<file path="src/rtl/kcfe_pkg.sv">
// ----------------------------------------------------------------------------
// kcfe_pkg: shared definitions for the keypad channel frame encoder
// Widths, slot codes, payload masks and the slot value chooser.
// ----------------------------------------------------------------------------
`default_nettype none

package kcfe_pkg;

  localparam int unsigned KEY_W    = 16;
  localparam int unsigned CODE_W   = 12;
  localparam int unsigned VAL_W    = 6;
  localparam int unsigned FIELD_W  = 5;

  localparam int unsigned REPEATS  = 3;
  localparam int unsigned REP_W    = $clog2(REPEATS + 1);

  localparam logic [CODE_W-1:0] SYNC_RESET = 12'ha40;
  localparam logic [CODE_W-1:0] CODE_TOP   = 12'd2719;
  localparam logic [CODE_W-1:0] CODE_BASE  = 12'h020;

  // floor(y / 17) == (y * RECIP_17) >> RECIP_SHIFT for y < 2^16
  localparam int unsigned RECIP_SHIFT = 20;
  localparam logic [15:0] RECIP_17    = 16'd61681;

  localparam logic [1:0] SLOT_SYNC = 2'd0;
  localparam logic [1:0] SLOT_LOW  = 2'd1;
  localparam logic [1:0] SLOT_MID  = 2'd2;
  localparam logic [1:0] SLOT_HIGH = 2'd3;

  localparam logic [KEY_W-1:0] CLR_LOW  = 16'hffc0;
  localparam logic [KEY_W-1:0] CLR_MID  = 16'hf83f;
  localparam logic [KEY_W-1:0] CLR_HIGH = 16'h07ff;

  // Set bit 5 when it moves the value further from the previous slot.
  function automatic logic [VAL_W-1:0] pick_wider(
    input logic [VAL_W-1:0]   prev,
    input logic [FIELD_W-1:0] cur
  );
    logic [VAL_W-1:0] plain;
    logic [VAL_W-1:0] alt;
    logic [VAL_W-1:0] d1;
    logic [VAL_W-1:0] d2;
    plain = {1'b0, cur};
    alt   = {1'b1, cur};
    d1    = (prev >= plain) ? (prev - plain) : (plain - prev);
    d2    = (prev >= alt) ? (prev - alt) : (alt - prev);
    return (d2 > d1) ? alt : plain;
  endfunction

endpackage

`default_nettype wire

</file>
<file path="src/rtl/kcfe_code_map.sv">
// ----------------------------------------------------------------------------
// kcfe_code_map: raw pulse code to channel value
// Clamps the code and computes (2719 - code) * 16 / 17.
// ----------------------------------------------------------------------------
`default_nettype none

module kcfe_code_map
  import kcfe_pkg::*;
(
  input  wire logic [CODE_W-1:0] raw_code,
  output logic      [CODE_W-1:0] value
);

  logic [CODE_W-1:0] clamped;
  logic [CODE_W-1:0] diff;
  logic [15:0]       scaled;
  logic [31:0]       prod;

  always_comb begin
    clamped = (raw_code > CODE_TOP) ? CODE_TOP : raw_code;
    diff    = CODE_TOP - clamped;
    scaled  = {diff, 4'b0000};
    prod    = 32'(scaled) * 32'(RECIP_17);
    value   = prod[RECIP_SHIFT +: CODE_W];
  end

endmodule

`default_nettype wire

</file>
<file path="src/rtl/keypad_channel_frame_encoder.sv">
// ----------------------------------------------------------------------------
// keypad_channel_frame_encoder: sticky keypad payload to channel values
// Each accepted request sets out_valid; the channel value is registered on a slot's first request.
// Throughput: one request per cycle while out_stall does not hold a valid output; the output register is the held code.
// Each code is held for REPEATS requests across sync, low, mid, high slots.
// Reset (rst, synchronous): payload, counters and value cleared, sync slot next.
// ----------------------------------------------------------------------------
`default_nettype none

module keypad_channel_frame_encoder
  import kcfe_pkg::*;
(
  input  wire logic              clk,
  input  wire logic              rst,
  input  wire logic              cfg_write,
  input  wire logic [CODE_W-1:0] cfg_data,
  input  wire logic              in_valid,
  output logic                   in_stall,
  input  wire logic [KEY_W-1:0]  key_bits,
  output logic                   out_valid,
  input  wire logic              out_stall,
  output logic      [CODE_W-1:0] channel_value
);

  logic [CODE_W-1:0] sync_code;
  logic [KEY_W-1:0]  sticky_payload;
  logic [REP_W-1:0]  repeat_count;
  logic [1:0]        slot_index;

  logic              accept;
  logic [KEY_W-1:0]  payload;
  logic [KEY_W-1:0]  clear_mask;
  logic [VAL_W-1:0]  v_low;
  logic [VAL_W-1:0]  v_mid;
  logic [VAL_W-1:0]  v_high;
  logic [VAL_W-1:0]  slot_val;
  logic [CODE_W-1:0] slot_code;
  logic [CODE_W-1:0] raw_code;
  logic [CODE_W-1:0] mapped;
  logic [REP_W-1:0]  repeat_inc;
  logic              first_tick;

  assign in_stall = out_valid & out_stall;
  assign accept   = in_valid & ~in_stall;

  always_comb begin
    payload    = sticky_payload | key_bits;
    first_tick = (repeat_count == '0);
    repeat_inc = repeat_count + REP_W'(1);
    v_low      = payload[5:0];
    v_mid      = pick_wider(v_low, payload[10:6]);
    v_high     = pick_wider(v_mid, payload[15:11]);
    case (slot_index)
      SLOT_LOW: begin
        slot_val   = v_low;
        clear_mask = CLR_LOW;
      end
      SLOT_MID: begin
        slot_val   = v_mid;
        clear_mask = CLR_MID;
      end
      SLOT_HIGH: begin
        slot_val   = v_high;
        clear_mask = CLR_HIGH;
      end
      default: begin
        slot_val   = '0;
        clear_mask = '1;
      end
    endcase
    slot_code = {1'b0, slot_val, 5'b00000} + CODE_BASE;
    slot_code = slot_code + CODE_W'(slot_code[CODE_W-1:8]);
    raw_code  = (slot_index == SLOT_SYNC) ? sync_code : slot_code;
  end

  kcfe_code_map u_code_map (
    .raw_code (raw_code),
    .value    (mapped)
  );

  always_ff @(posedge clk) begin
    if (rst) begin
      sync_code <= SYNC_RESET;
    end else if (cfg_write) begin
      sync_code <= cfg_data;
    end
  end

  always_ff @(posedge clk) begin
    if (rst) begin
      sticky_payload <= '0;
      repeat_count   <= '0;
      slot_index     <= SLOT_SYNC;
      channel_value  <= '0;
      out_valid      <= 1'b0;
    end else begin
      if (accept) begin
        out_valid <= 1'b1;
        if (first_tick) begin
          sticky_payload <= payload & clear_mask;
          channel_value  <= mapped;
          slot_index     <= slot_index + 2'd1;
        end else begin
          sticky_payload <= payload;
        end
        repeat_count <= (32'(repeat_inc) >= REPEATS) ? '0 : repeat_inc;
      end else if (!out_stall) begin
        out_valid <= 1'b0;
      end
    end
  end

endmodule

`default_nettype wire
</file>
<file path="config.mk">
export PLATFORM = sky130hd
export DESIGN_NAME = keypad_channel_frame_encoder
export DESIGN_NICKNAME = d
export VERILOG_FILES = /design/src/rtl/kcfe_pkg.sv /design/src/rtl/kcfe_code_map.sv /design/src/rtl/keypad_channel_frame_encoder.sv
export SDC_FILE = /design/constraint.sdc
export NUM_CORES = 1
export LEC_CHECK = 0
export BUFFER_PORTS_ARGS = -buffer_cell sky130_fd_sc_hd__buf_2
export CORE_MARGIN = 3
export CORE_UTILIZATION = 57
export DETAILED_ROUTE_END_ITERATION = 16
export PLACE_DENSITY = 0.79
export SYNTH_ARGS = -nofsm -noshare
export SYNTH_HDL_FRONTEND = slang
export SYNTH_HIERARCHICAL = 1
export SYNTH_SLANG_ARGS = --single-unit
</file>
<file path="constraint.sdc">
create_clock -name clk -period 14 [get_ports clk]
set_input_delay 2.8 -clock clk [delete_from_list [all_inputs] [get_ports clk]]
set_output_delay 2.8 -clock clk [all_outputs]
set_load 0.05 [all_outputs]
</file>
=== After elaboration in Yosys (flattened, before gate mapping) ===
Cells that the tools add are included.

* Output and inout bits: 14
* Logic and storage cells: 54
* Bits in registers: 45
* Input port bits: 33

* Equal/unequal tests: 4
* Muxes and demuxes: 14
* Bitwise operators: 5
* $add $sub $neg: 13
* Reductions and logical operators: 3
* Magnitude comparators: 8
* Multipliers: 1

{| class="wikitable"
|+ Operators with widths
! kind !! number
|-
| $pmux W16 S3 || 1
|-
| $mux W6 || 6
|-
| $mul A12 B16 Y28 const B || 1
|-
| $mux W12 || 2
|-
| $sub A6 B6 Y6 || 4
|-
| $pmux W6 S3 || 1
|-
| $and A16 B16 Y16 || 1
|-
| $mux W16 || 1
|-
| $or A16 B16 Y16 || 1
|-
| $add A11 B6 Y12 const B || 1
|-
| $add A12 B4 Y12 || 1
|-
| $ge A6 B5 Y1 || 2
|-
| $ge A6 B6 Y1 || 2
|-
| $gt A12 B12 Y1 const B || 1
|-
| $gt A6 B6 Y1 || 2
|-
| $sub A12 B12 Y12 const A || 1
|-
| $sub A5 B6 Y6 || 2
|-
| $sub A6 B5 Y6 || 2
|-
| $add A2 B1 Y2 const B || 2
|-
| $eq A2 B2 Y1 const B || 2
|-
| $logic_not A2 Y1 || 2
|-
| $and A1 B1 Y1 || 2
|-
| $eq A2 B1 Y1 const B || 1
|-
| $ge A2 B2 Y1 const B || 1
|-
| other kinds (5) || 6
|}

=== Depth between registers and ports, before layout ===
Gate-level depths: netlist of the first run.

* Depth in word-level cells: 17
* Depth in mapped cells: 49

=== Modules after synthesis ===
The synthesis of the first run kept the hierarchy.

{| class="wikitable"
|+ By module, submodules not included
! module !! area each (um2) !! cells each !! instances !! sequential area each (um2)
|-
| keypad_channel_frame_encoder || 3370.7 || 419 || 1 || 900.9
|-
| kcfe_code_map || 2964.1 || 345 || 1 || 0.0
|}

=== Least setup slack after synthesis of the first run ===
OpenSTA, ideal clock, no wires.

* Kind: input -> register
* Start point: input key_bits[6]
* End point: register channel_value[10]
* Cell stages on the path: 46
* Setup time: 0.071 ns
* Path slack: 0.530 ns
* Buffers on the path: 0
* Arrival: 13.399 ns
* Cell sequence: nor2_1 inv_1 ha_1 fa_1 a21boi_0 o311a_1 nor2_2 mux2_2 ha_1 and4_1 a21oi_1 a22oi_2 nor4_4 mux2i_1 xor2_1 ha_1 and4_1 a21oi_1 (+10 left out) nor2_1 inv_1 fa_1 inv_1 fa_1 fa_1 fa_1 inv_1 fa_1 ha_1 a21oi_1 o21bai_1 a21oi_1 nor2_1 a2111o_1 a311oi_1 nand2_1 a21oi_1

* Longest elaborated chain between the ends: 17
* Elaborated cells on any way between the ends: 29
* Classes of those cells: add/sub (11); mul (1); order compare (7); mux (9); bitwise (1)

{| class="wikitable"
|+ RTL lines
! element !! RTL line !! text
|-
| start, declared || keypad_channel_frame_encoder.sv:19 || <nowiki>input wire logic [KEY_W-1:0] key_bits,</nowiki>
|-
| $or A16 B16 Y16 (*) || keypad_channel_frame_encoder.sv:47 || <nowiki>payload = sticky_payload | key_bits;</nowiki>
|-
| $sub A6 B6 Y6 (tied with other cells) || kcfe_pkg.sv:46 || <nowiki>d2 = (prev >= alt) ? (prev - alt) : (alt - prev);</nowiki>
|-
| $mux W6, on equally long branches || kcfe_pkg.sv:46, kcfe_pkg.sv:45 ||
|-
| $gt A6 B6 Y1 || kcfe_pkg.sv:47 || <nowiki>return (d2 > d1) ? alt : plain;</nowiki>
|-
| $mux W6 (*) || kcfe_pkg.sv:47 ||
|-
| $sub A6 B6 Y6 (tied with other cells) || kcfe_pkg.sv:46 ||
|-
| $mux W6, on equally long branches || kcfe_pkg.sv:46, kcfe_pkg.sv:45 ||
|-
| $gt A6 B6 Y1 || kcfe_pkg.sv:47 ||
|-
| (+3 left out) || - ||
|-
| $add A12 B4 Y12 (*) || keypad_channel_frame_encoder.sv:72 || <nowiki>slot_code = slot_code + CODE_W'(slot_code[CODE_W-1:8]);</nowiki>
|-
| $mux W12 (*) || keypad_channel_frame_encoder.sv:73 || <nowiki>raw_code = (slot_index == SLOT_SYNC) ? sync_code : slot_code;</nowiki>
|-
| net raw_code[10] || keypad_channel_frame_encoder.sv:38 || <nowiki>logic [CODE_W-1:0] raw_code;</nowiki>
|-
| $gt A12 B12 Y1 || kcfe_code_map.sv:20 || <nowiki>clamped = (raw_code > CODE_TOP) ? CODE_TOP : raw_code;</nowiki>
|-
| $mux W12 (*) || kcfe_code_map.sv:20 ||
|-
| $sub A12 B12 Y12 (*) || kcfe_code_map.sv:21 || <nowiki>diff = CODE_TOP - clamped;</nowiki>
|-
| $mul A12 B16 Y28 (*) || kcfe_code_map.sv:23 || <nowiki>prod = 32'(scaled) * 32'(RECIP_17);</nowiki>
|-
| net mapped[10] || keypad_channel_frame_encoder.sv:39 || <nowiki>logic [CODE_W-1:0] mapped;</nowiki>
|-
| end signal, assigned || keypad_channel_frame_encoder.sv:101 || <nowiki>channel_value <= mapped;</nowiki>
|-
| end, declared || keypad_channel_frame_encoder.sv:22 || <nowiki>output logic [CODE_W-1:0] channel_value</nowiki>
|}

Mark *: on every way through the listed nets, which the timed path passes. The rest lies on a longest branch.
A chain may end at the register's enable or synchronous reset.

=== Final worst setup path of the first run ===
* Start point: input key_bits[6]
* End point: register channel_value[7]

Same word-level chain as after synthesis.

==> impl_metrics.json, run 1 <==
{
  "status": "finished, final reports clean",
  "dp.final_hpwl_um": 12800,
  "relSlewSlack_pct": 31.4,
  "initial_core_util_pct": 60.0,
  "cts_buffer_depth": 2,
  "cts_max_level": 2,
  "critPathCaptureType": "register",
  "totalWireLength_um": 15400,
  "grt_start_max_net_pins": 33,
  "synth_edf_count": 0,
  "cp_slowest_cell": "fa_2",
  "drc": 0,
  "layout.nets": 998,
  "crit_path_frequent_cell": "fa_1",
  "postCtsHoldBufs": 0,
  "setup_violations": 0,
  "synth_cell_type_count": 70,
  "routabilityCongestion": 0.945,
  "ioPinCount": 47,
  "synth.avg_cell_area_um2": 8.29,
  "drtAntennaViolNets": 0,
  "min_period_over_period_pct": 96.8,
  "synthesis.instances": 764,
  "cts_buffers": 5,
  "grt_pass1_vias": 5529,
  "hp-class": "reg2reg",
  "cap_violations": 0,
  "yosys_warnings": 6,
  "hold_violations": 0,
  "cp_max_fo": 5,
  "worst_ep_required_time_ps": 14240,
  "synth-async-reset-ratio_pct": 0,
  "worstSkewPairLatency_ps": 310,
  "io_buffers": 46,
  "final.min_clock_period_ps": 13550,
  "clock_sinks": 45,
  "wire_per_inst_um": 16.2,
  "dieArea_um2": 12400,
  "cts-root-buf": "clkbuf_8",
  "vias": 5503,
  "cp_data_arrival_time_ps": 13790,
  "drive_above_1_share_pct": 14.1,
  "area_growth_pct": 9.93,
  "core-area_um2": 10600,
  "path_class": "in2reg",
  "ys.flop_type": "dfxtp_1",
  "drv_slew": 0,
  "start_kind": "input pin",
  "gr-total-overflow": 0,
  "netlist_area_um2": 6330,
  "yosysSeqAreaShare_pct": 14.2,
  "grtUsageTotal_pct": 24.5,
  "cp_slowest_stage_delay_ps": 620,
  "whs_ps": 458,
  "clkSlewWorstSetupHoldPaths_ps": 90,
  "worstMarginPinSlew_ps": 1020,
  "syn_nets": 946,
  "path_buf_inv": 6,
  "critical-path-top-delay-family": "adder cells",
  "die_w_um": 111,
  "place_ws_ps": -288,
  "grt_pass1_wl_um": 25600,
  "setup_ws_ps": 452,
  "fin_setup_tns_ps": 0,
  "max_freq_ghz": 0.0738,
  "antenna_cells": 0,
  "dr.pass1.iters": 5,
  "ys_seq_elements": 45,
  "fin_skew_ps": 6.66,
  "viasPerCell": 5.77,
  "die_h_um": 111,
  "drt_iter0_markers": 307,
  "num_rows": 37,
  "antenna_found_initial": 0,
  "cts_tree": "yes"
}
==> metal layers <==
layer / wire length [um] / vias up / GRT usage, %
li1: - / 2710 / -
met1: 6460 / 2609 / 30.1
met2: 8010 / 149 / 45.6
met3: 549 / 35 / 2.28
met4: 402 / 0 / 7.06
met5: 0 / - / 0
==> logic make-up (layout without fill, tap and decap cells) <==
kind of cell	count (synthesis)	in the layout	share of synthesized area, %
buffers and inverters	129	182	7.68
XOR/XNOR	37	37	5.23
multiplexers	28	28	4.50
adder cells (fa/ha/maj)	153	153	35.1
AND/OR/NAND/NOR	189	189	14.3
AO/OA/AOI/OAI	183	183	19.0
flip-flops	45	45	14.2
==> flip-flops by register name (all words and copies together) (netlist names) <==
| register | count |
|---|---|
| slot_index | 2 |
| out_valid | 1 |
| repeat_count | 2 |
| channel_value | 12 |
| sync_code | 12 |
| sticky_payload | 16 |
==> layout by cell type (no fill, tap or decap), types with 4 or more instances in the layout <==
cell        n
xnor2_1    26
buf_2      46
o31ai_4     4
nor3_1      5
dfxtp_1    45
a21oi_1    62
nand2_1    65
clkbuf_8    5
nand3_1    10
or2_2       6
a211o_1     4
o211ai_1    4
buf_4      15
ha_1      105
a21o_1     17
a31oi_1     5
o21ai_1     7
nor2_4      6
a211oi_1    6
a21oi_2     4
o21ai_0    29
mux2i_1    24
o31ai_1     5
inv_1     110
fa_1       41
nor2b_1     6
nor2_1     60
a21boi_0    4
xor2_1     10
==> cell usage after synthesis, types with 3 or more instances <==
cell	number	share of area, %
nor2b_1	7	0.69
maj3_1	3	0.47
and4_1	3	0.41
inv_1	110	6.5
o21ai_0	29	2.3
a21boi_0	4	0.47
nand3_1	10	0.79
mux2i_1	24	3.8
nor2_1	60	3.6
a31oi_1	5	0.49
a21o_1	17	2.0
a21oi_1	65	5.1
fa_1	42	13
nor2_2	3	0.30
o21ai_1	8	0.63
nand4_1	3	0.30
and3_1	3	0.30
a211oi_1	7	0.83
nand2_1	65	3.9
or2_2	6	0.59
xnor2_1	26	3.6
and2_1	3	0.30
a211o_1	4	0.55
nand2b_1	3	0.30
mux2_2	3	0.53
nor3_1	6	0.47
buf_1	3	0.18
nor2_4	5	0.89
xor2_1	10	1.4
clkbuf_1	13	0.77
o31ai_1	6	0.71
o31ai_4	3	1.0
ha_1	107	21
o211ai_1	4	0.47
or3_1	3	0.30
dfxtp_1	45	14
==> through the flow <==
step,cell area [um^2],util (%),std cells
after floorplan,6330,-,764
after global placement,6740,63.9,938
final,6960,66.0,953
after detailed placement,6740,63.9,938
after CTS,6840,64.8,946
after global routing,6960,66.0,953
==> cell type report <==
class / instances / area, um^2
Multi-Input combinational cell: 590 / 5030
Fill cell: 896 / 3590
Sequential cell: 45 / 901
Inverter: 113 / 427
Timing Repair Buffer: 61 / 343
Tap cell: 136 / 170
Clock buffer: 5 / 68.8
Clock inverter: 3 / 21.3
==> final timing paths <==
check / startpoint / endpoint / slack, ps / cells past startpoint
hold reg to reg: channel_value[3] / channel_value[3] / 460 / 2
setup reg to reg: sticky_payload[6] / channel_value[7] / 2710 / 47
setup / recovery: key_bits[6] / channel_value[7] / 450 / 48
hold / removal: channel_value[3] / channel_value[3] / 460 / 2
==> repair_timing <==
action / CTS / global route
cloned: 0 / 0
pin swaps: 0 / 7
setup buffers: 0 / 7
setup endpoints to repair: 1 / 12
resized for setup: 1 / 15
==> tightest hold or removal path, delay by kind of cell, from the launching register on <==
family	cells	cell delay [ps]
AOI/OAI and AO/OA	1	50
DFF	1	320
and+or+nand+nor	1	50
Power of run 1 is left out: the tool's default activity adds up to more than one toggle a clock period on the data nets, which glitch-free logic cannot reach.
==> run 2, diff against run 1 <==
Settings changed: RECOVER_POWER set to 25.
==> run 2 against run 1 <==
Net effect:
- maximum frequency about the same
- register-to-register slack about the same
- final area about the same
- non-clock buffer count unchanged
- critical path depth unchanged
- core utilization about the same
- largest cell class unchanged
==> impl_metrics.json, run 2 (synthesis results as in run 1) <==
{
  "gr-total-overflow": 0,
  "initial_core_util_pct": 60.0,
  "drc": 0,
  "min_period_over_period_pct": 96.7,
  "clock_sinks": 45,
  "totalWireLength_um": 15400,
  "viasPerCell": 5.77,
  "cts_max_level": 2,
  "cp_slowest_stage_delay_ps": 620,
  "num_rows": 37,
  "worstMarginPinSlew_ps": 1020,
  "fin_setup_tns_ps": 0,
  "largest_reg_flops": 16,
  "cts_buffers": 5,
  "postCtsHoldBufs": 0,
  "drive_above_1_share_pct": 14.0,
  "place_ws_ps": -288,
  "clkSlewWorstSetupHoldPaths_ps": 90,
  "stdcell_area_um2": 6960,
  "start_kind": "input pin",
  "vias": 5498,
  "wire_per_inst_um": 16.2,
  "worstSkewPairLatency_ps": 310,
  "hp-class": "reg2reg",
  "crit_path_frequent_cell": "fa_1",
  "antenna_cells": 0,
  "final_cell_mix": "110 x inv_1, 105 x ha_1, 65 x nand2_1",
  "routabilityCongestion": 0.945,
  "mostFrequentLayoutCell": "inv_1",
  "fin_cells": 953,
  "io_buffers": 46,
  "cts-root-buf": "clkbuf_8",
  "cp_data_arrival_time_ps": 13780,
  "cts_buffer_depth": 2,
  "core-area_um2": 10600,
  "layout.nets": 998,
  "fin_skew_ps": 6.67,
  "relSlewSlack_pct": 31.4,
  "final.min_clock_period_ps": 13540,
  "dieArea_um2": 12400,
  "nFillCells": 896,
  "grt_pass1_vias": 5529,
  "placed_area_um2": 6740,
  "drv_slew": 0,
  "cap_violations": 0,
  "setup_ws_ps": 458,
  "regMostFlops": "sticky_payload",
  "worst_ep_required_time_ps": 14240,
  "critPathCaptureType": "register",
  "grt_pass1_wl_um": 25600,
  "area_growth_pct": 9.92,
  "ioPinCount": 47,
  "antenna_found_initial": 0,
  "top_regs": "sticky_payload: 16 flops, channel_value: 12 flops, sync_code: 12 flops",
  "drt_iter0_markers": 307,
  "grtUsageTotal_pct": 24.5,
  "cp_max_fo": 5,
  "die_w_um": 111,
  "path_class": "in2reg",
  "cp_slowest_cell": "fa_2",
  "cts_tree": "yes",
  "setup_violations": 0,
  "max_freq_ghz": 0.0738,
  "die_h_um": 111,
  "dr.pass1.iters": 5,
  "hold_violations": 0,
  "dp_cells": 938,
  "drtAntennaViolNets": 0,
  "status": "finished, final reports clean",
  "grt_start_max_net_pins": 33,
  "dp.final_hpwl_um": 12800
}
==> run 2: worst paths after layout <==
check	start	to	slack (ps)	cells past startpoint
max	key_bits[6]	channel_value[7]	460	48
min	channel_value[3]	channel_value[3]	460	2
max reg2reg	sticky_payload[6]	channel_value[7]	2710	47
min reg2reg	channel_value[3]	channel_value[3]	460	2
==> run 2: cell type report <==
class | instances | area, um^2 | area share (%)
clock buffer | 5 | 68.8 | 0.988
clock inverter | 3 | 21.3 | 0.305
inverter | 113 | 427 | 6.13
multi-input combinational | 590 | 5030 | 72.3
sequential | 45 | 901 | 12.9
tap | 136 | 170 | 2.44
timing repair buffer | 61 | 342 | 4.91
==> run 2: repair_timing <==
item                       CTS  global route
setup endpoints to repair    1            12
pin swaps                    0             7
gates resized for setup      1            15
setup buffers                0             7
==> run 2: routing by layer <==
metal,vias up,wire [um],GRT usage [%]
li1,2710,-,-
met1,2606,6480,30.1
met2,147,8010,45.6
met3,35,525,2.28
met4,0,402,7.06
met5,-,0,0
==> run 2: through the flow <==
step           hold slack [ps]  utilization (%)
2_1_floorplan              429                -
3_3_place_gp               444             63.9
3_5_place_dp               447             63.9
4_1_cts                    461             64.8
5_1_grt                    485             66.0
6_report                   458             66.0
==> run 2: critical path, delay by kind of cell <==
family / cells / cell delay [ps]
xor gates and xnor gates: 3 / 560
AOI/OAI and AO/OA: 17 / 3240
adders and majority gates: 11 / 4480
buffers and inverters: 6 / 620
muxes: 2 / 580
and+or+nand+nor: 9 / 1460
Power of run 2 is left out for the same reason.
==> run 3, diff against run 2 <==
Settings changed: CORE_ASPECT_RATIO set to 1.4.
==> run 3 against run 2 <==
Net effect:
- final area rose by 1.2%
- hold slack got worse by 3.7 ps
- routed wire length rose by 2.3%
- largest cell class unchanged
- clock-buffer cell count did not move
- worst setup slack improved by 120 ps
- via count rose by 0.47%
- flip-flop and latch count did not move
- final cell count did not move
- critical endpoint is now channel_value[11]
- highest routed layer unchanged
- sequential share of layout area fell by 0.16 points
- first-iteration DRC count fell by 15%
- die area rose by 0.14%
- core utilization rose by 0.37 points
==> impl_metrics.json, run 3 (synthesis results as in run 1) <==
{
  "cts_max_level": 2,
  "worst_ep_required_time_ps": 14200,
  "wire_per_inst_um": 16.5,
  "start_kind": "input pin",
  "grt_pass1_wl_um": 25800,
  "dr.pass1.iters": 5,
  "reg2reg_depth": 46,
  "relSlewSlack_pct": 3.93,
  "antenna_found_initial": 0,
  "worstSkewPairLatency_ps": 290,
  "grtUsageTotal_pct": 26.4,
  "drv_slew": 0,
  "die_h_um": 131,
  "multiInputGateArea_um2": 5050,
  "routabilityCongestion": 0.904,
  "top_regs": "sticky_payload: 16 flops, channel_value: 12 flops, sync_code: 12 flops",
  "crit_cells": 47,
  "met2_length_um": 8840,
  "setup_violations": 0,
  "largest_reg_flops": 16,
  "final_util_pct": 66.3,
  "viasPerCell": 5.80,
  "final_cell_mix": "110 x inv_1, 106 x ha_1, 65 x nand2_1",
  "path_buf_inv": 6,
  "dieArea_um2": 12400,
  "cts_tree": "yes",
  "die_w_um": 95.1,
  "cap_violations": 0,
  "max_freq_ghz": 0.0745,
  "cp_slowest_stage_delay_ps": 560,
  "r2r_slack_ps": 2870,
  "setup_ws_ps": 579,
  "cp_data_arrival_time_ps": 13620,
  "gr-total-overflow": 0,
  "crit_path_frequent_cell": "fa_1",
  "cp_slowest_cell": "fa_1",
  "drt_iter0_markers": 262,
  "grt_start_max_net_pins": 33,
  "regMostFlops": "sticky_payload",
  "vias": 5524,
  "status": "finished, final reports clean",
  "whs_ps": 454,
  "mostFrequentLayoutCell": "inv_1",
  "area_growth_pct": 11.3,
  "hp-class": "reg2reg",
  "clock_sinks": 45,
  "hold_violations": 0,
  "cts_buffer_depth": 2,
  "drive_above_1_share_pct": 14.0,
  "place_ws_ps": -474,
  "critPathCaptureType": "register",
  "fin_setup_tns_ps": 0,
  "postCtsHoldBufs": 0,
  "seq_area_um2": 901,
  "antenna_cells": 0,
  "worstMarginPinSlew_ps": 1440,
  "reg2reg_from": "sticky_payload[6]",
  "met1_length_um": 5750,
  "min_period_over_period_pct": 95.9,
  "wl_met3_um": 360,
  "worstSetupStartpoint": "key_bits[6]",
  "cts_buffers": 5,
  "fin_skew_ps": 7.03,
  "grt_pass1_vias": 5749,
  "io_buffers": 46,
  "route.top_layer_used": "met4",
  "nFillCells": 893,
  "core-area_um2": 10600,
  "totalWireLength_um": 15800,
  "rr_endpoint": "channel_value[11]",
  "final.min_clock_period_ps": 13420,
  "critical-path-top-delay-family": "adder cells",
  "path_class": "in2reg",
  "ioPinCount": 47,
  "dp.final_hpwl_um": 13400,
  "drc": 0,
  "layout.nets": 996,
  "initial_core_util_pct": 59.6,
  "critPathCapture": "channel_value[11]",
  "cp_max_fo": 5,
  "cts-root-buf": "clkbuf_16",
  "clkSlewWorstSetupHoldPaths_ps": 60,
  "num_rows": 44,
  "drtAntennaViolNets": 0
}
## run 3: worst min path at each step
stage	cells past startpoint	endpoint	slack (ps)	start
final	2	channel_value[2]	450	channel_value[2]
after global routing	2	channel_value[2]	470	channel_value[2]
after detailed placement	2	channel_value[8]	440	channel_value[8]
after global placement	2	channel_value[4]	440	channel_value[4]
after floorplan	2	sticky_payload[10]	430	sticky_payload[10]
after CTS	2	channel_value[8]	450	channel_value[8]
## run 3: worst reg2reg max path, delay by kind of cell, from the launching register on
family	cells	cell delay [ps]
buf+inv	5	560
xor+xnor	2	430
flops	1	320
fa+ha+maj	11	4310
mux	2	560
simple gates	8	1240
compound gates	18	3610
## run 3: area by class of cell
class / instances / area share [%]
multi-input cells: 590 / 71.7
flip-flops and latches: 45 / 12.8
inverters: 113 / 6.05
repair buffers: 59 / 4.62
well taps: 138 / 2.45
clock buffers: 5 / 1.78
clock inverters: 3 / 0.621
## run 3: metal layers
metal | vias to the layer above | global-route usage [%]
li1 | 2707 | -
met1 | 2641 | 26.3
met2 | 128 | 52.9
met3 | 48 | 1.83
met4 | 0 | 13.7
met5 | - | 0
## run 3: metrics by stage
step / area [um^2] / cells
3_3_place_gp: 6740 / 940
6_report: 7050 / 953
2_1_floorplan: 6330 / 764
4_1_cts: 6920 / 948
5_1_grt: 7050 / 953
3_5_place_dp: 6740 / 940
## run 3: repair_timing
item,CTS,global route
resized for setup,2,18
endpoints found under the setup margin,7,12
cloned,0,0
buffers inserted,0,5
pin swaps,0,8
Power of run 3 is left out for the same reason.
